## src/design/bxl_pkg.sv

```systemverilog
package bxl_pkg;

  typedef enum logic [7:0] {
    PH_HDR0 = 8'b0000_0001,
    PH_HDR1 = 8'b0000_0010,
    PH_SLO  = 8'b0000_0100,
    PH_SHI  = 8'b0000_1000,
    PH_ELO  = 8'b0001_0000,
    PH_EHI  = 8'b0010_0000,
    PH_DATA = 8'b0100_0000,
    PH_BANK = 8'b1000_0000
  } phase_e;

  typedef enum logic [2:0] {
    ST_OK     = 3'd0,
    ST_SMALL  = 3'd1,
    ST_NOHDR  = 3'd2,
    ST_FTRUNC = 3'd3,
    ST_BTRUNC = 3'd4
  } status_e;

  localparam logic [7:0]  MarkByte  = 8'hFF;
  localparam logic [15:0] BankAddr  = 16'hFFFE;
  localparam logic [15:0] VecLoAddr = 16'hFFFC;
  localparam logic [15:0] VecHiAddr = 16'hFFFD;
  localparam logic [1:0]  VecBoth   = 2'b11;

  typedef struct packed {
    logic        write_valid;
    logic [7:0]  write_bank;
    logic [15:0] write_addr;
    logic [7:0]  write_data;
    logic        file_done;
    logic [2:0]  status;
    logic        start_cpu;
  } result_t;

endpackage

```

## src/design/bxl_if.sv

```systemverilog
interface bxl_in_if;
  logic       valid;
  logic       ready;
  logic [7:0] byte_in;
  logic       last_byte;

  modport source (output valid, output byte_in, output last_byte, input ready);
  modport sink   (input valid, input byte_in, input last_byte, output ready);
endinterface

interface bxl_out_if;
  logic        valid;
  logic        ready;
  logic        write_valid;
  logic [7:0]  write_bank;
  logic [15:0] write_addr;
  logic [7:0]  write_data;
  logic        file_done;
  logic [2:0]  status;
  logic        start_cpu;

  modport source (
    output valid, output write_valid, output write_bank, output write_addr,
    output write_data, output file_done, output status, output start_cpu,
    input ready
  );
  modport sink (
    input valid, input write_valid, input write_bank, input write_addr,
    input write_data, input file_done, input status, input start_cpu,
    output ready
  );
endinterface

```

## src/design/bxl_parser.sv

```systemverilog
module bxl_parser (
  input  logic              clk_i,
  input  logic              rst_ni,
  input  logic              accept_i,
  input  logic [7:0]        byte_i,
  input  logic              last_i,
  output bxl_pkg::result_t  result_o
);

  bxl_pkg::phase_e  phase_q, phase_d;
  logic [7:0]       low_q, low_d;
  logic [15:0]      start_q, start_d;
  logic [15:0]      end_q, end_d;
  logic [15:0]      addr_q, addr_d;
  logic [7:0]       bank_q, bank_d;
  logic [1:0]       vf_q, vf_d;
  logic             mark_q, mark_d;
  logic             err_q, err_d;

  logic             fin;
  bxl_pkg::status_e code;
  logic [15:0]      word;

  assign word = {byte_i, low_q};

  always_comb begin
    phase_d  = phase_q;
    low_d    = low_q;
    start_d  = start_q;
    end_d    = end_q;
    addr_d   = addr_q;
    bank_d   = bank_q;
    vf_d     = vf_q;
    mark_d   = mark_q;
    err_d    = err_q;
    fin      = 1'b0;
    code     = bxl_pkg::ST_OK;
    result_o = '0;

    if (err_q) begin
      if (last_i) begin
        err_d   = 1'b0;
        phase_d = bxl_pkg::PH_HDR0;
      end
    end else begin
      unique case (phase_q)
        bxl_pkg::PH_HDR0: begin
          if (last_i) begin
            fin  = 1'b1;
            code = bxl_pkg::ST_SMALL;
          end else if (byte_i != bxl_pkg::MarkByte) begin
            fin  = 1'b1;
            code = bxl_pkg::ST_NOHDR;
          end else begin
            phase_d = bxl_pkg::PH_HDR1;
          end
        end
        bxl_pkg::PH_HDR1: begin
          if (byte_i != bxl_pkg::MarkByte) begin
            fin  = 1'b1;
            code = bxl_pkg::ST_NOHDR;
          end else if (last_i) begin
            fin  = 1'b1;
            code = bxl_pkg::ST_FTRUNC;
          end else begin
            mark_d  = 1'b1;
            phase_d = bxl_pkg::PH_SLO;
          end
        end
        bxl_pkg::PH_SLO: begin
          if (last_i) begin
            fin  = 1'b1;
            code = bxl_pkg::ST_FTRUNC;
          end else begin
            low_d   = byte_i;
            phase_d = bxl_pkg::PH_SHI;
          end
        end
        bxl_pkg::PH_SHI: begin
          if (last_i) begin
            fin  = 1'b1;
            code = bxl_pkg::ST_FTRUNC;
          end else if (!mark_q && low_q == bxl_pkg::MarkByte &&
                       byte_i == bxl_pkg::MarkByte) begin
            mark_d  = 1'b1;
            phase_d = bxl_pkg::PH_SLO;
          end else begin
            start_d = word;
            phase_d = bxl_pkg::PH_ELO;
          end
        end
        bxl_pkg::PH_ELO: begin
          if (last_i) begin
            fin  = 1'b1;
            code = bxl_pkg::ST_FTRUNC;
          end else begin
            low_d   = byte_i;
            phase_d = bxl_pkg::PH_EHI;
          end
        end
        bxl_pkg::PH_EHI: begin
          end_d = word;
          if (last_i || start_q > word) begin
            fin  = 1'b1;
            code = bxl_pkg::ST_BTRUNC;
          end else if (start_q == bxl_pkg::BankAddr && word == bxl_pkg::BankAddr) begin
            phase_d = bxl_pkg::PH_BANK;
          end else begin
            addr_d  = start_q;
            phase_d = bxl_pkg::PH_DATA;
          end
        end
        bxl_pkg::PH_BANK: begin
          bank_d  = byte_i;
          mark_d  = 1'b0;
          phase_d = bxl_pkg::PH_SLO;
          fin     = last_i;
        end
        bxl_pkg::PH_DATA: begin
          result_o.write_valid = 1'b1;
          result_o.write_bank  = bank_q;
          result_o.write_addr  = addr_q;
          result_o.write_data  = byte_i;
          if (addr_q == bxl_pkg::VecLoAddr) vf_d[0] = 1'b1;
          if (addr_q == bxl_pkg::VecHiAddr) vf_d[1] = 1'b1;
          if (addr_q == end_q) begin
            mark_d  = 1'b0;
            phase_d = bxl_pkg::PH_SLO;
            fin     = last_i;
          end else begin
            addr_d = addr_q + 16'd1;
            if (last_i) begin
              fin  = 1'b1;
              code = bxl_pkg::ST_BTRUNC;
            end
          end
        end
        default: phase_d = bxl_pkg::PH_HDR0;
      endcase

      if (fin) begin
        result_o.file_done = 1'b1;
        result_o.status    = code;
        result_o.start_cpu = (code == bxl_pkg::ST_OK) && (vf_d == bxl_pkg::VecBoth);
        phase_d = bxl_pkg::PH_HDR0;
        low_d   = '0;
        start_d = '0;
        end_d   = '0;
        addr_d  = '0;
        bank_d  = '0;
        vf_d    = '0;
        mark_d  = 1'b0;
        err_d   = (code != bxl_pkg::ST_OK) && !last_i;
      end
    end
  end

  always_ff @(posedge clk_i or negedge rst_ni) begin
    if (!rst_ni) begin
      phase_q <= bxl_pkg::PH_HDR0;
      low_q   <= '0;
      start_q <= '0;
      end_q   <= '0;
      addr_q  <= '0;
      bank_q  <= '0;
      vf_q    <= '0;
      mark_q  <= 1'b0;
      err_q   <= 1'b0;
    end else if (accept_i) begin
      phase_q <= phase_d;
      low_q   <= low_d;
      start_q <= start_d;
      end_q   <= end_d;
      addr_q  <= addr_d;
      bank_q  <= bank_d;
      vf_q    <= vf_d;
      mark_q  <= mark_d;
      err_q   <= err_d;
    end
  end

`ifndef ASSERT_OFF
  a_err_silent: assert property (@(posedge clk_i) disable iff (!rst_ni)
    accept_i && err_q |-> !result_o.write_valid && !result_o.file_done)
    else $error("output produced while error latched");

  a_done_restart: assert property (@(posedge clk_i) disable iff (!rst_ni)
    accept_i && result_o.file_done |=> phase_q == bxl_pkg::PH_HDR0 && vf_q == 2'b00)
    else $error("state not cleared after file end");

  a_start_ok: assert property (@(posedge clk_i) disable iff (!rst_ni)
    result_o.start_cpu |-> result_o.file_done && result_o.status == bxl_pkg::ST_OK)
    else $error("start_cpu without successful end");

  a_phase_onehot: assert property (@(posedge clk_i) disable iff (!rst_ni)
    $onehot(phase_q))
    else $error("phase register not one-hot");
`endif

endmodule

```

## src/design/bxl_out_reg.sv

```systemverilog
module bxl_out_reg (
  input  logic              clk_i,
  input  logic              rst_ni,
  input  logic              load_i,
  input  bxl_pkg::result_t  result_i,
  output logic              free_o,
  bxl_out_if.source         out_o
);

  logic             valid_q;
  bxl_pkg::result_t data_q;

  assign free_o = !valid_q || out_o.ready;

  always_ff @(posedge clk_i or negedge rst_ni) begin
    if (!rst_ni) begin
      valid_q <= 1'b0;
    end else if (free_o) begin
      valid_q <= load_i;
    end
  end

  always_ff @(posedge clk_i) begin
    if (load_i) begin
      data_q <= result_i;
    end
  end

  assign out_o.valid       = valid_q;
  assign out_o.write_valid = data_q.write_valid;
  assign out_o.write_bank  = data_q.write_bank;
  assign out_o.write_addr  = data_q.write_addr;
  assign out_o.write_data  = data_q.write_data;
  assign out_o.file_done   = data_q.file_done;
  assign out_o.status      = data_q.status;
  assign out_o.start_cpu   = data_q.start_cpu;

endmodule

```

## src/design/banked_xex_stream_loader.sv

```systemverilog
// Each result is registered and output in the cycle after its byte's transaction.
// Throughput: one byte per cycle unless stalled; the parser state register updates on every
// accepted byte. A new byte is taken while the output register is empty or being drained.
// Reset (rst_ni low, asynchronous): parser returns to the first header byte,
// bank, vector flags and error latch clear, and the output register empties.
module banked_xex_stream_loader (
  input  logic       clk_i,
  input  logic       rst_ni,
  bxl_in_if.sink     in_i,
  bxl_out_if.source  out_o
);

  logic             free;
  logic             accept;
  bxl_pkg::result_t result;

  assign in_i.ready = free;
  assign accept     = in_i.valid && free;

  bxl_parser u_parser (
    .clk_i    (clk_i),
    .rst_ni   (rst_ni),
    .accept_i (accept),
    .byte_i   (in_i.byte_in),
    .last_i   (in_i.last_byte),
    .result_o (result)
  );

  bxl_out_reg u_out_reg (
    .clk_i    (clk_i),
    .rst_ni   (rst_ni),
    .load_i   (accept),
    .result_i (result),
    .free_o   (free),
    .out_o    (out_o)
  );

endmodule
```

## src/flat_wrapper.sv

```systemverilog
// flat-port wrapper written by rule: the top's interface ports become plain ports
module banked_xex_stream_loader_flat 
  (clk_i, rst_ni, in_i_valid, in_i_byte_in, in_i_last_byte, in_i_ready, out_o_valid, out_o_write_valid, out_o_write_bank, out_o_write_addr, out_o_write_data, out_o_file_done, out_o_status, out_o_start_cpu, out_o_ready);
  bxl_in_if in_i_i ();
  bxl_out_if out_o_i ();
  input  logic clk_i;
  input  logic rst_ni;
  input wire logic [$bits(in_i_i.valid)-1:0] in_i_valid;
  input wire logic [$bits(in_i_i.byte_in)-1:0] in_i_byte_in;
  input wire logic [$bits(in_i_i.last_byte)-1:0] in_i_last_byte;
  output wire logic [$bits(in_i_i.ready)-1:0] in_i_ready;
  output wire logic [$bits(out_o_i.valid)-1:0] out_o_valid;
  output wire logic [$bits(out_o_i.write_valid)-1:0] out_o_write_valid;
  output wire logic [$bits(out_o_i.write_bank)-1:0] out_o_write_bank;
  output wire logic [$bits(out_o_i.write_addr)-1:0] out_o_write_addr;
  output wire logic [$bits(out_o_i.write_data)-1:0] out_o_write_data;
  output wire logic [$bits(out_o_i.file_done)-1:0] out_o_file_done;
  output wire logic [$bits(out_o_i.status)-1:0] out_o_status;
  output wire logic [$bits(out_o_i.start_cpu)-1:0] out_o_start_cpu;
  input wire logic [$bits(out_o_i.ready)-1:0] out_o_ready;
  assign in_i_i.valid = in_i_valid;
  assign in_i_i.byte_in = in_i_byte_in;
  assign in_i_i.last_byte = in_i_last_byte;
  assign in_i_ready = in_i_i.ready;
  assign out_o_valid = out_o_i.valid;
  assign out_o_write_valid = out_o_i.write_valid;
  assign out_o_write_bank = out_o_i.write_bank;
  assign out_o_write_addr = out_o_i.write_addr;
  assign out_o_write_data = out_o_i.write_data;
  assign out_o_file_done = out_o_i.file_done;
  assign out_o_status = out_o_i.status;
  assign out_o_start_cpu = out_o_i.start_cpu;
  assign out_o_i.ready = out_o_ready;
  banked_xex_stream_loader u_core (.clk_i(clk_i), .rst_ni(rst_ni), .in_i(in_i_i), .out_o(out_o_i));
endmodule
```

## config.mk

```make
export PLATFORM = sky130hd
export DESIGN_NAME = banked_xex_stream_loader_flat
export DESIGN_NICKNAME = d
export VERILOG_FILES = /design/src/design/bxl_pkg.sv /design/src/design/bxl_if.sv /design/src/design/bxl_parser.sv /design/src/design/bxl_out_reg.sv /design/src/design/banked_xex_stream_loader.sv /design/src/flat_wrapper.sv
export SDC_FILE = /design/constraint.sdc
export NUM_CORES = 1
export LEC_CHECK = 0
export BUFFER_PORTS_ARGS = -buffer_cell sky130_fd_sc_hd__buf_2
export CAP_MARGIN = 20
export CORE_MARGIN = 2
export CORE_UTILIZATION = 54
export DETAILED_ROUTE_END_ITERATION = 8
export PLACE_DENSITY = 0.87
export REMOVE_ABC_BUFFERS = 1
export SYNTH_ARGS = -nofsm -noshare
export SYNTH_HDL_FRONTEND = slang
export SYNTH_SLANG_ARGS = --single-unit
```

## constraint.sdc

```tcl
create_clock -name clk_i -period 2.9 [get_ports clk_i]
set_clock_uncertainty 0.2 [all_clocks]
set_input_delay 0.435 -clock clk_i [delete_from_list [all_inputs] [get_ports clk_i]]
set_output_delay 0.435 -clock clk_i [all_outputs]
set_load 0.02 [all_outputs]
```

Yosys cells after proc, flatten, opt, wreduce, memory -nomap -nowiden
Cells that the tools add are included.
{"block": "totals", "romBits": 0, "latch_bits": 0, "input_bits": 13, "wordCells": 155, "memories": 0, "mem_bits_rw": 0, "out_inout_bits": 40, "ff_bits": 115}
{"block": "classes", "n_addsub": 1, "order_cmp": 1, "reduce_logical": 31, "shifts": 0, "n_mul": 0, "eq_ne": 37, "div_mod_pow": 0, "muxes": 65, "bitwise": 3}
{"cell": "$mux W16", "count": 10}
{"cell": "$mux W8", "count": 18}
{"cell": "$eq A16 B16 Y1 const B", "count": 4}
{"cell": "$pmux W8 S8", "count": 1}
{"cell": "$ne A4 B4 Y1 const B", "count": 9}
{"cell": "$mux W33", "count": 1}
{"cell": "$pmux W16 S2", "count": 1}
{"cell": "$eq A8 B8 Y1 const B", "count": 3}
{"cell": "$ne A3 B3 Y1 const B", "count": 8}
{"cell": "$mux W1", "count": 18}
{"cell": "$add A16 B1 Y16 const B", "count": 1}
{"cell": "$eq A16 B16 Y1", "count": 1}
{"cell": "$gt A16 B16 Y1", "count": 1}
{"cell": "$pmux W3 S5", "count": 1}
{"cell": "$mux W2", "count": 7}
{"cell": "$mux W3", "count": 4}
{"cell": "$reduce_and A11 Y1", "count": 1}
{"cell": "$mux W5", "count": 2}
{"cell": "$eq A8 B1 Y1 const B", "count": 1}
{"cell": "$eq A8 B2 Y1 const B", "count": 1}
{"cell": "$eq A8 B3 Y1 const B", "count": 1}
{"cell": "$eq A8 B4 Y1 const B", "count": 1}
{"cell": "$eq A8 B5 Y1 const B", "count": 1}
{"cell": "$eq A8 B6 Y1 const B", "count": 1}
{"cell": "23 further kinds", "count": 41}

Logic depth before layout (Yosys ltp)
Gate-level depths: netlist of the first run.
{"block": "logic_depth", "word_depth": 9, "depth_mapped": 10, "ltp_nobuf": 9}

Cells and area by module
Synthesis of the first run repeated with hierarchy kept, for this count alone.
{"block": "unflattened", "hier_cells": 538, "area_unflattened_um2": 5871.9}
{"module": "bxl_parser", "n_inst": 1, "seq_area_each_um2": 1903.1, "area_per_inst_um2": 4677.0, "cells_per_inst": 496}
{"module": "bxl_out_reg", "n_inst": 1, "seq_area_each_um2": 1166.1, "area_per_inst_um2": 1188.6, "cells_per_inst": 41}
{"module": "banked_xex_stream_loader", "n_inst": 1, "seq_area_each_um2": 0.0, "area_per_inst_um2": 6.3, "cells_per_inst": 1}

Least setup slack after synthesis of the first run
No wires, ideal clock.
{"block": "synth_path", "kind": "reg-to-reg", "start": "register u_core.u_out_reg.valid_q, in the netlist u_core.u_out_reg.out_o.valid", "end": "register u_core.u_parser.addr_q[10]", "required_time_ps": 2622, "arrival_time_ps": 3066, "synth_period_minus_slack_ps": 3344, "path_stages_with_launch": 9, "setup_ps": 78, "n_path_buf": 2, "setup_slack_ps": -444, "cell_sequence": "dfrtp_1 nand2b_1 and2_1 clkbuf_1 nand2_1 nor2_1 nand2_1 buf_2 o2bb2ai_1"}
{"block": "synth_via", "elab_chain_cells": 4}
{"element": "start: declaration", "line": "bxl_out_reg.sv:10", "rtl": "logic valid_q;"}
{"element": "start signal: assignment", "line": "bxl_out_reg.sv:19", "rtl": "valid_q <= load_i;"}
{"element": "$logic_not A1 Y1", "line": "bxl_out_reg.sv:13", "rtl": "assign free_o = !valid_q || out_o.ready;"}
{"element": "$logic_or A1 B1 Y1", "line": "bxl_out_reg.sv:13"}
{"element": "net in_i_ready", "line": "flat_wrapper.sv:11", "rtl": "output wire logic [$bits(in_i_i.ready)-1:0] in_i_ready;"}
{"element": "$logic_and A1 B1 Y1", "line": "banked_xex_stream_loader.sv:18", "rtl": "assign accept = in_i.valid && free;"}
{"element": "net u_core.accept", "line": "banked_xex_stream_loader.sv:14", "rtl": "logic accept;"}
{"element": "$reduce_and A6 Y1 (no source line)"}
{"element": "end signal: assignment", "line": "bxl_parser.sv:174", "rtl": "addr_q <= addr_d;"}
{"element": "end: declaration", "line": "bxl_parser.sv:14", "rtl": "logic [15:0] addr_q, addr_d;"}
The timed path passes the listed nets, and every way through them passes these cells.
A chain may end at the register's enable or synchronous reset.

Worst setup path in the final report of the first run
{"block": "layout_path", "start": "register u_core.u_parser.low_q[1]", "end": "register u_core.u_parser.phase_q[7]"}
{"block": "layout_via", "elab_chain_cells": 7, "word_cells_on_any_way": 22, "classes_between": "1 x order compare; 10 x eq/ne; 8 x mux; 3 x reduce/logical"}
{"element": "start: declaration", "line": "bxl_parser.sv:11", "rtl": "logic [7:0] low_q, low_d;"}
{"element": "start signal: assignment", "line": "bxl_parser.sv:171", "rtl": "low_q <= low_d;"}
{"element": "$gt A16 B16 Y1 or $eq A16 B16 Y1 (tied branches)", "line": "bxl_parser.sv:103, bxl_parser.sv:106"}
{"element": "$logic_or A1 B1 Y1 or $logic_and A1 B1 Y1 (tied branches)", "line": "bxl_parser.sv:103, bxl_parser.sv:106"}
{"element": "$mux W1 or $mux W8 (tied branches)", "line": "bxl_parser.sv:103, bxl_parser.sv:106"}
{"element": "$pmux W1 S6 or $mux W8 (tied branches)", "line": "bxl_parser.sv:46, bxl_parser.sv:103"}
{"element": "$mux W1 or $pmux W8 S8 (tied branches)", "line": "bxl_parser.sv:40, bxl_parser.sv:46"}
{"element": "$ne A4 B4 Y1 (no source line) or $mux W8 (tied branches)"}
{"element": "$reduce_and A11 Y1 (no source line) or $mux W8 (tied branches)"}
{"element": "end signal: assignment", "line": "bxl_parser.sv:160", "rtl": "phase_q <= bxl_pkg::PH_HDR0;"}
{"element": "end signal: assignment", "line": "bxl_parser.sv:170", "rtl": "phase_q <= phase_d;"}
{"element": "end: declaration", "line": "bxl_parser.sv:10", "rtl": "bxl_pkg::phase_e phase_q, phase_d;"}
Parallel ways exist; a longest one is shown, timed or not. The select of a mux whose other input is x is not followed.

==> flow_summary.ini, run 1 <==
[clock_tree]
h-tree-depth = 4
cts-buffers-inserted = 17
numClockSinks = 115
insertion_delay_ps = 540
clockBufferDepth = 2
cts_tree = done
path_clk_slew_ps = 60
cts_root_buf = clkbuf_8

[job]
maxCapViolations = 0

[yosys]
synth_flop_cell = dfrtp_1
yosys.area.top_type = dfrtp_1
yosysTopAreaCellShare = 0.3225
syn_area_mm2 = 0.005897
synthTopCellsByArea = dfrtp_1, edfxtp_1, a22o_1
synth_area_per_cell_um2 = 10.59
yosysWarningCount = 0
syn-instance-count = 557
async_flop_share = 0.6696
synth_edf_count = 38
ys_types = 62
ys_ff_latch = 115
synth-seq-area-share = 0.5205

[detailed_routing]
dr.first_iter.drc_count = 572
ant_nets = 0
routed-via-count = 5294
viasPerCell = 6.456
drc_errors = 0
drt-total-wl_um = 17330
wl_per_cell_um = 21.14
drtPass1Iterations = 7

[cells_and_area]
syn2layout_area_growth_pct = 27.07
antenna_cells = 0
drive_gt1_frac = 0.2750
regArea_mm2 = 0.003069
multi_input_area_mm2 = 0.002688
nFillCells = 746
nets = 699
fin_cells = 820

[power_and_ir_drop]
powerDensity_mw_per_mm2 = 775.8
ir_drop_mv = 0.5401
p_leak_nw = 3.431

[floorplan]
core_mm2 = 0.01075
die_y_um = 108.5
start_util = 0.5488
fp.dieW_um = 108.5
rows = 38
pin_count = 53
die_area_mm2 = 0.01177

[worst_setup_path]
path_buf_inv = 1
crit_type = reg -> reg
cp-end-kind = flip-flop
start_kind = flip-flop
cp.arrival_ps = 3130
path_delay_family = simple AND/OR/NAND/NOR gates
cpPeakStageDelay_ps = 580
crit_fanout = 8
ff2ff_setup_slack_ps = 40
cp_slowest_cell = or4_4
crit_chain = inv_2 > ha_4 > nor2b_1 > o211ai_1 > a2111oi_1 > or4_4 > a21o_4 > or4_1 > o21ai_1
cp.required_ps = 3160

[grt]
grt_max_degree = 42
grt_pass1_wl_um = 26940
grt_pass1_vias = 4999
antenna_found_initial = 0
grtUsageTotal = 0.3057
gr-total-overflow = 0

[placed_design]
portBuffers = 52
place_congestion = 0.9633
detailed_place_hpwl_um = 11960
dp_cells = 784

[timing]
slew_headroom = 0.4754
rsz0062_at_grt = no
setup_violations = 0
slew_violations = 0
tightest_slew_ps = 784.0
period_needed_ps = 2863
fin_crit_sh = 0.9871
max_freq_mhz = 349.3
hold_ws_ps = 34.28
hold_viol_final = 0

[status]
status = finished clean

[min_path]
min_path_type = in -> reg
==> area by class of cell <==
type / instances / area share
Sequential cell: 115 / 0.4096
Timing Repair Buffer: 128 / 0.1149
Clock inverter: 11 / 0.02438
Tap cell: 140 / 0.02338
Clock buffer: 21 / 0.05861
Inverter: 21 / 0.01052
Multi-Input combinational cell: 384 / 0.3587
==> placed cells by master, fill, tap and decap left out, drive strengths merged, types with 3 or more instances in the layout <==
master and count:
a21oi 40, inv 21, nand4 11, o31ai 17
o21ai 26, a31oi 7, xor2 18, clkinv 5
nor2b 7, buf 126, and4b 3, or3 5
nor4 8, ha 19, or4 3, a21o 6
bufinv 5, edfxtp 38, nor3 31, nand2b 3
and3 26, dfrtp 76, nand2 44, o2bb2ai 16
a22o 32, and2 3, nand3 12, clkbuf 21
nor2 14, nand4b 5
==> metrics by stage <==
| step | TNS, ps | total power, W | worst slack [ps] | instance area (um^2) | util |
|---|---|---|---|---|---|
| floorplan | -12890 | 0.002780 | -371.1 | 5729 | - |
| global placement | -5920 | 0.003381 | -183.8 | 6735 | 0.6268 |
| detailed placement | -11710 | 0.003446 | -286.1 | 6735 | 0.6268 |
| CTS | 0 | 0.005741 | 5.412 | 7423 | 0.6908 |
| global route | 0 | 0.006029 | 1.066 | 7493 | 0.6974 |
| finish | 0 | 0.005814 | 37.48 | 7493 | 0.6974 |
==> flip-flops by register name, indices dropped and copies added, names as in the netlist, 2 cells and up <==
| register | count |
|---|---|
| u_core.u_out_reg.out_o.status | 3 |
| u_core.u_out_reg.out_o.write_addr | 16 |
| u_core.u_out_reg.out_o.write_bank | 8 |
| u_core.u_out_reg.out_o.write_data | 8 |
| u_core.u_parser.addr_q | 16 |
| u_core.u_parser.bank_q | 8 |
| u_core.u_parser.end_q | 16 |
| u_core.u_parser.low_q | 8 |
| u_core.u_parser.phase_q | 8 |
| u_core.u_parser.start_q | 16 |
| u_core.u_parser.vf_q | 2 |
==> timing repair <==
item,CTS,global route
setup buffers,0,2
endpoints found under the hold margin,19,0
resized for setup,10,12
hold buffers,2,0
pin swaps,0,3
endpoints found under the setup margin,26,42
==> per-layer routing <==
| layer | up-vias | track usage | share of wire | wire [um] |
|---|---|---|---|---|
| met5 | - | 0 | 0 | 0 |
| met4 | 0 | 0.1941 | 0.060 | 1044 |
| met3 | 86 | 0.08137 | 0.097 | 1678 |
| met2 | 355 | 0.4598 | 0.47 | 8090 |
| met1 | 2529 | 0.3914 | 0.38 | 6520 |
| li1 | 2324 | - | - | - |
==> synthesized netlist by cell type (all sizes together), types with 14 or more instances <==
| library cell | number |
|---|---|
| dfrtp | 76 |
| nand2 | 44 |
| a21oi | 40 |
| edfxtp | 38 |
| a22o | 32 |
| nor3 | 31 |
| and3 | 26 |
| o21ai | 26 |
| clkbuf | 22 |
| inv | 21 |
| ha | 19 |
| xor2 | 18 |
| o31ai | 17 |
| o2bb2ai | 16 |
| buf | 15 |
| nor2 | 14 |
==> power by group <==
group / switching (W) / internal [W] / total [W]
combinational: 0.000985 / 0.000627 / 0.00161
sequential: 0.000139 / 0.00184 / 0.00198
clock: 0.000727 / 0.00150 / 0.00222
total: 0.00185 / 0.00396 / 0.00581
==> worst reg2reg max path, delay by kind of cell, from the launching register on <==
kind,cells,cell delay (ps)
DFF,1,390
adders and majority gates,1,210
AOI/OAI and AO/OA,4,720
and+or+nand+nor,3,1190
buffers and inverters,1,90
==> path summary, 6_finish.rpt <==
kind | from | end | cells past startpoint
worst max-delay path | u_core.u_parser.low_q[1] | u_core.u_parser.phase_q[7] | 9
worst min-delay path | out_o_ready | u_core.u_out_reg.out_o.valid | 3
worst max register to register | u_core.u_parser.low_q[1] | u_core.u_parser.phase_q[7] | 9
worst min register to register | u_core.u_parser.bank_q[1] | u_core.u_parser.bank_q[1] | 1
max in group asynchronous | rst_ni | u_core.u_parser.start_q[4] | 3
min in group asynchronous | rst_ni | u_core.u_parser.bank_q[1] | 2
==> logic make-up after synthesis <==
group | count (synthesis) | synth area share
AO/OA/AOI/OAI | 163 | 0.1933
XOR/XNOR | 18 | 0.02673
adder cells (fa/ha/maj) | 19 | 0.04031
buffers and inverters | 58 | 0.04180
flip-flops | 115 | 0.5205
multiplexers | 2 | 0.003395
AND/OR/NAND/NOR | 182 | 0.1740
Note: power is estimated with default switching activity, not from simulation.
==> run 2: changes to the inputs <==
--- a/config.mk
+++ b/config.mk
@@ -14,4 +14,5 @@
 export REMOVE_ABC_BUFFERS = 1
 export SYNTH_ARGS = -nofsm -noshare
 export SYNTH_HDL_FRONTEND = slang
+export SYNTH_HIERARCHICAL = 1
 export SYNTH_SLANG_ARGS = --single-unit
==> run 2 against run 1 <==
Effect of this change: the flow now finishes with violations (negative setup slack); power fell by 14%; design area fell by 1.9%; critical path type unchanged; first-iteration DRC count rose by 110%; die area fell by 0.41%.
==> flow_summary.ini, run 2 <==
[status]
status = complete, but fails checks
violations = negative setup slack

[grt]
antenna_found_initial = 3
gr-total-overflow = 0
grtUsageTotal = 0.3393
grt_pass1_vias = 5477
grt_pass1_wl_um = 29610
grt_max_degree = 78

[power_and_ir_drop]
p_leak_nw = 3.418
ir_drop_mv = 0.4782
powerDensity_mw_per_mm2 = 683.2
power_w = 0.005023

[cells_and_area]
fin_cells = 800
multi_input_area_mm2 = 0.002681
fin_util = 0.6842
regArea_mm2 = 0.003069
nFillCells = 641
syn2layout_area_growth_pct = 25.21
final_common_cell = dfrtp_1
nets = 676
final_cell_mix = dfrtp_1, buf_4, buf_2
drive_gt1_frac = 0.2785

[floorplan]
pin_count = 53
core_mm2 = 0.01075
start_util = 0.5465
die_y_um = 108.3
die_area_mm2 = 0.01172
rows = 38
fp.dieW_um = 108.3

[yosys]
synth-seq-area-share = 0.5227
synth_flop_cell = dfrtp_1
synthTopCellsByArea = dfrtp_1, edfxtp_1, a22o_1
yosys.area.top_type = dfrtp_1
yosysTopAreaCellShare = 0.3239
syn-instance-count = 538
yosysWarningCount = 6
syn_area_mm2 = 0.005872
async_flop_share = 0.6696
synth_commonest_cells = dfrtp_1, a22o_1, edfxtp_1, nor3_1, nand2_1
yosysMostFrequentCell = dfrtp_1
synth_area_per_cell_um2 = 10.91
ys_types = 67
synth_edf_count = 38
ys_ff_latch = 115

[min_path]
hold-path-cell-count = 3
hold_end = u_core/u_out_reg/out_o.valid
min_from = out_o_ready
min_path_type = in -> reg

[timing]
period_needed_ps = 3190
rsz0062_at_grt = yes
layout_setup_ws_ps = -289.6
tightest_slew_ps = 1104
slew_violations = 0
hold_viol_final = 0
max_freq_mhz = 313.5
slew_headroom = 0.2582
setup_violations = 5
fin_crit_sh = 1.100

[detailed_routing]
dr.first_iter.drc_count = 1197
drt-total-wl_um = 20950
routed-via-count = 5783
drtPass1Iterations = 6
wl_per_cell_um = 26.19
drc_errors = 0
ant_nets = 0
viasPerCell = 7.229

[placed_design]
place_congestion = 0.9526
portBuffers = 52
dp_cells = 759
detailed_place_hpwl_um = 11610
pre_cts_ws_ps = -98.70

[worst_setup_path]
cp-end-kind = flip-flop
crit_fanout = 3
cp.arrival_ps = 3430
r2r_cells = 9
r2r-start = u_core/u_parser/start_q[11]
crit_type = reg -> reg
start_kind = flip-flop
cp.required_ps = 3140
ff2ff_setup_slack_ps = -290
r2r-end = u_core/u_parser/err_q

[clock_tree]
numClockSinks = 115
h-tree-depth = 4
path_clk_slew_ps = 70
insertion_delay_ps = 540
cts_root_buf = clkbuf_8
cts-buffers-inserted = 17
clockBufferDepth = 2
cts_tree = done

[job]
maxCapViolations = 0
==> run 2: cell count changes after synthesis, sizes merged, moves of 5 or more <==
cell and change:
a22o +18, nand2 -18, o2bb2ai -16, xnor2 +16, a21oi -15, xor2 -15, o21ai -14, a21o +12
nand3 +9, nor2 +9, nand4 +7, o31ai -7, buf -6, a31oi -5
==> run 2: repair_timing <==
item / 4_1_cts / 5_1_grt
hold endpoints to repair: 76 / 0
hold buffers: 1 / 0
endpoints found under the setup margin: 24 / 75
setup buffers: 0 / 5
resized for setup: 2 / 21
pin swaps: 0 / 2
==> run 2: power breakdown <==
| group | internal (W) | switching, W | total, W |
|---|---|---|---|
| Sequential | 0.00177 | 0.0000898 | 0.00186 |
| Clock | 0.00105 | 0.000855 | 0.00191 |
| Combinational | 0.000403 | 0.000854 | 0.00126 |
==> run 2: how the worst max path moves through the flow <==
stage / start / to / slack (ps)
finish: u_core/u_parser/start_q[11] / u_core/u_parser/err_q / -290
detailed placement: in_i_byte_in[6] / u_core/u_parser/end_q[6] / -100
global placement: in_i_byte_in[7] / u_core/u_parser/addr_q[14] / 20
floorplan: u_core/u_out_reg/out_o.valid / u_core/u_parser/start_q[0] / -760
CTS: u_core/u_parser/low_q[7] / u_core/u_parser/addr_q[3] / 10
global route: u_core/u_parser/start_q[11] / u_core/u_parser/err_q / -340
==> run 2: through the flow <==
stage          hold WS (ps)  cell area, um^2  TNS, ps
5_1_grt               29.33             7350    -4845
3_5_place_dp          281.2             6670    -1992
3_3_place_gp          271.9             6670        0
4_1_cts               40.06             7212        0
6_report              28.81             7352   -514.4
2_1_floorplan        -60.59             5743   -36270
==> run 2: kinds of logic after synthesis <==
kind of cell	Yosys count	synth area share
AO/OA/AOI/OAI	143	0.1905
XOR/XNOR	19	0.02834
adder cells (fa/ha/maj)	19	0.04049
buffers and inverters	56	0.03729
flip-flops	115	0.5227
AND/OR/NAND/NOR	186	0.1807
==> run 2: layout make-up <==
class                      instances  share of cell area
antenna                            3            0.001021
clock inverter                    15             0.01498
timing repair buffer             119              0.1094
multi-input combinational        367              0.3647
sequential                       115              0.4175
tap                              140             0.02383
inverter                          24             0.01225
clock buffer                      17             0.05633
==> run 2: metal layers <==
| metal | global-route usage | up-vias | wire (um) |
|---|---|---|---|
| met3 | 0.1097 | 182 | 2850 |
| met1 | 0.4044 | 2720 | 6942 |
| met4 | 0.2060 | 2 | 1698 |
| met5 | 0 | - | 15 |
| li1 | - | 2258 | - |
| met2 | 0.5359 | 621 | 9446 |
==> run 2: worst max-delay path, stage by stage, from the launching register on <==
cell	delay, ps
dfrtp_1	410
ha_1	370
nand4_1	210
nor3_2	270
a21boi_2	280
nor4_4	90
buf_4	170
o21ai_0	710
a21oi_1	190
a21oi_1	190
==> run 3: changes to the inputs <==
--- a/config.mk
+++ b/config.mk
@@ -12,6 +12,7 @@
 export DETAILED_ROUTE_END_ITERATION = 8
 export PLACE_DENSITY = 0.87
 export REMOVE_ABC_BUFFERS = 1
+export SKIP_CTS_REPAIR_TIMING = 1
 export SYNTH_ARGS = -nofsm -noshare
 export SYNTH_HDL_FRONTEND = slang
 export SYNTH_HIERARCHICAL = 1
==> run 3 against run 2 <==
Effect of this change: the run ends with design-rule violations, negative setup slack left; worst setup slack improved by 110 ps; cell count decreased by 0.63%; sequential power about the same; critical path depth unchanged.
==> flow_summary.ini, run 3 (synthesis results as in run 2) <==
[cells_and_area]
fin_cells = 795
nFillCells = 634
fin_util = 0.6821
regArea_mm2 = 0.003069
post-route-cell-area_mm2 = 0.007330
antenna_cells = 0
nets = 674
final_common_cell = dfrtp_1
multi_input_area_mm2 = 0.002669
syn2layout_area_growth_pct = 24.82
final_cell_mix = dfrtp_1, buf_4, buf_2
drive_gt1_frac = 0.2779

[clock_tree]
h-tree-depth = 4
path_clk_slew_ps = 60
clockBufferDepth = 2
cts_tree = done
cts-buffers-inserted = 17
numClockSinks = 115
cts_root_buf = clkbuf_8
insertion_delay_ps = 540

[power_and_ir_drop]
p_leak_nw = 3.408
powerDensity_mw_per_mm2 = 683.7
ir_drop_mv = 0.5280

[detailed_routing]
ant_nets = 0
drc_errors = 1
wl_per_cell_um = 26.49
drt-total-wl_um = 21060
viasPerCell = 7.352
routed-via-count = 5845
drtPass1Iterations = 9
dr.first_iter.drc_count = 1295

[timing]
fin_crit_sh = 1.061
fin_setup_tns_ps = -871.8
period_needed_ps = 3077
rsz0062_at_grt = yes
tightest_slew_ps = 1079
hold_ws_ps = 45.91
hold_viol_final = 0
max_freq_mhz = 325.0
layout_setup_ws_ps = -177.2
slew_violations = 0
slew_headroom = 0.2752
setup_violations = 24

[placed_design]
portBuffers = 52
place_congestion = 0.9526
dp_cells = 759
place_area_mm2 = 0.006670
detailed_place_hpwl_um = 11610

[status]
status = complete, but fails checks
violations = design-rule violations, negative setup slack

[floorplan]
pin_count = 53
rows = 38
die_area_mm2 = 0.01172
start_util = 0.5465
die_y_um = 108.3
fp.dieW_um = 108.3
core_mm2 = 0.01075

[worst_setup_path]
crit_type = reg -> reg
cp.required_ps = 3110
critPathCapture = u_core/u_parser/addr_q[2]
r2r_cells = 9
crit_fanout = 16
r2r-start = u_core/u_parser/start_q[14]
r2r-end = u_core/u_parser/addr_q[2]
cp-startpoint = u_core/u_parser/start_q[14]
cp.arrival_ps = 3290
cp-end-kind = flip-flop
start_kind = flip-flop
ff2ff_setup_slack_ps = -180

[grt]
use_met2 = 0.5234
grt_pass1_vias = 5415
grtUsageTotal = 0.3317
grt_pass1_wl_um = 29040
use_met3 = 0.1031
grt_max_degree = 78
busiest_layer = met2
antenna_found_initial = 1
gr-total-overflow = 0
grtUsageMet1 = 0.3987

[min_path]
min_path_type = in -> reg

[job]
maxCapViolations = 0
-- run 3: changes by cell type in the layout (fill, tap and decap cells not counted), sizes merged --
cell   previous run  this run
diode             3         0
buf             118       116
-- run 3: area by class of cell --
class / count / area share
Clock buffer: 17 / 0.05650
Clock inverter: 15 / 0.01502
Inverter: 24 / 0.01229
Multi-Input combinational cell: 367 / 0.3641
Sequential cell: 115 / 0.4187
Tap cell: 140 / 0.02390
Timing Repair Buffer: 117 / 0.1094
-- run 3: power by group --
part	switching [W]	total (W)	internal, W
clock network	0.000842	0.00190	0.00105
logic	0.000854	0.00125	0.000398
registers	0.0000978	0.00186	0.00177
-- run 3: metrics by stage --
stage               setup WS, ps  total power [W]
floorplan                 -764.3         0.002461
global placement           17.56         0.002896
detailed placement        -98.70         0.002935
CTS                       -145.4         0.004824
global route              -226.9         0.005132
finish                    -177.2         0.005011
-- run 3: how the worst min path moves through the flow --
stage,start,to,depth (start not counted)
after floorplan,rst_ni,u_core/u_out_reg/out_o.valid,0
after global placement,u_core/u_parser/mark_q,u_core/u_parser/mark_q,2
after detailed placement,u_core/u_parser/mark_q,u_core/u_parser/mark_q,2
after CTS,rst_ni,u_core/u_parser/bank_q[1],1
after global routing,out_o_ready,u_core/u_out_reg/out_o.valid,3
final,out_o_ready,u_core/u_out_reg/out_o.valid,3
-- run 3: worst max-delay path: stages (launching register included) --
cell     delay [ps]
dfrtp_1         380
ha_1            340
nand4_1         180
buf_4           200
nor3_2          490
nor4_4          100
buf_4           170
o21a_1          220
a21o_4          290
a221o_1         370
-- run 3: per-layer routing --
layer / share of wire / up-vias
li1: - / 2256
met1: 0.33 / 2725
met2: 0.44 / 664
met3: 0.14 / 198
met4: 0.087 / 2
met5: 0.00047 / -
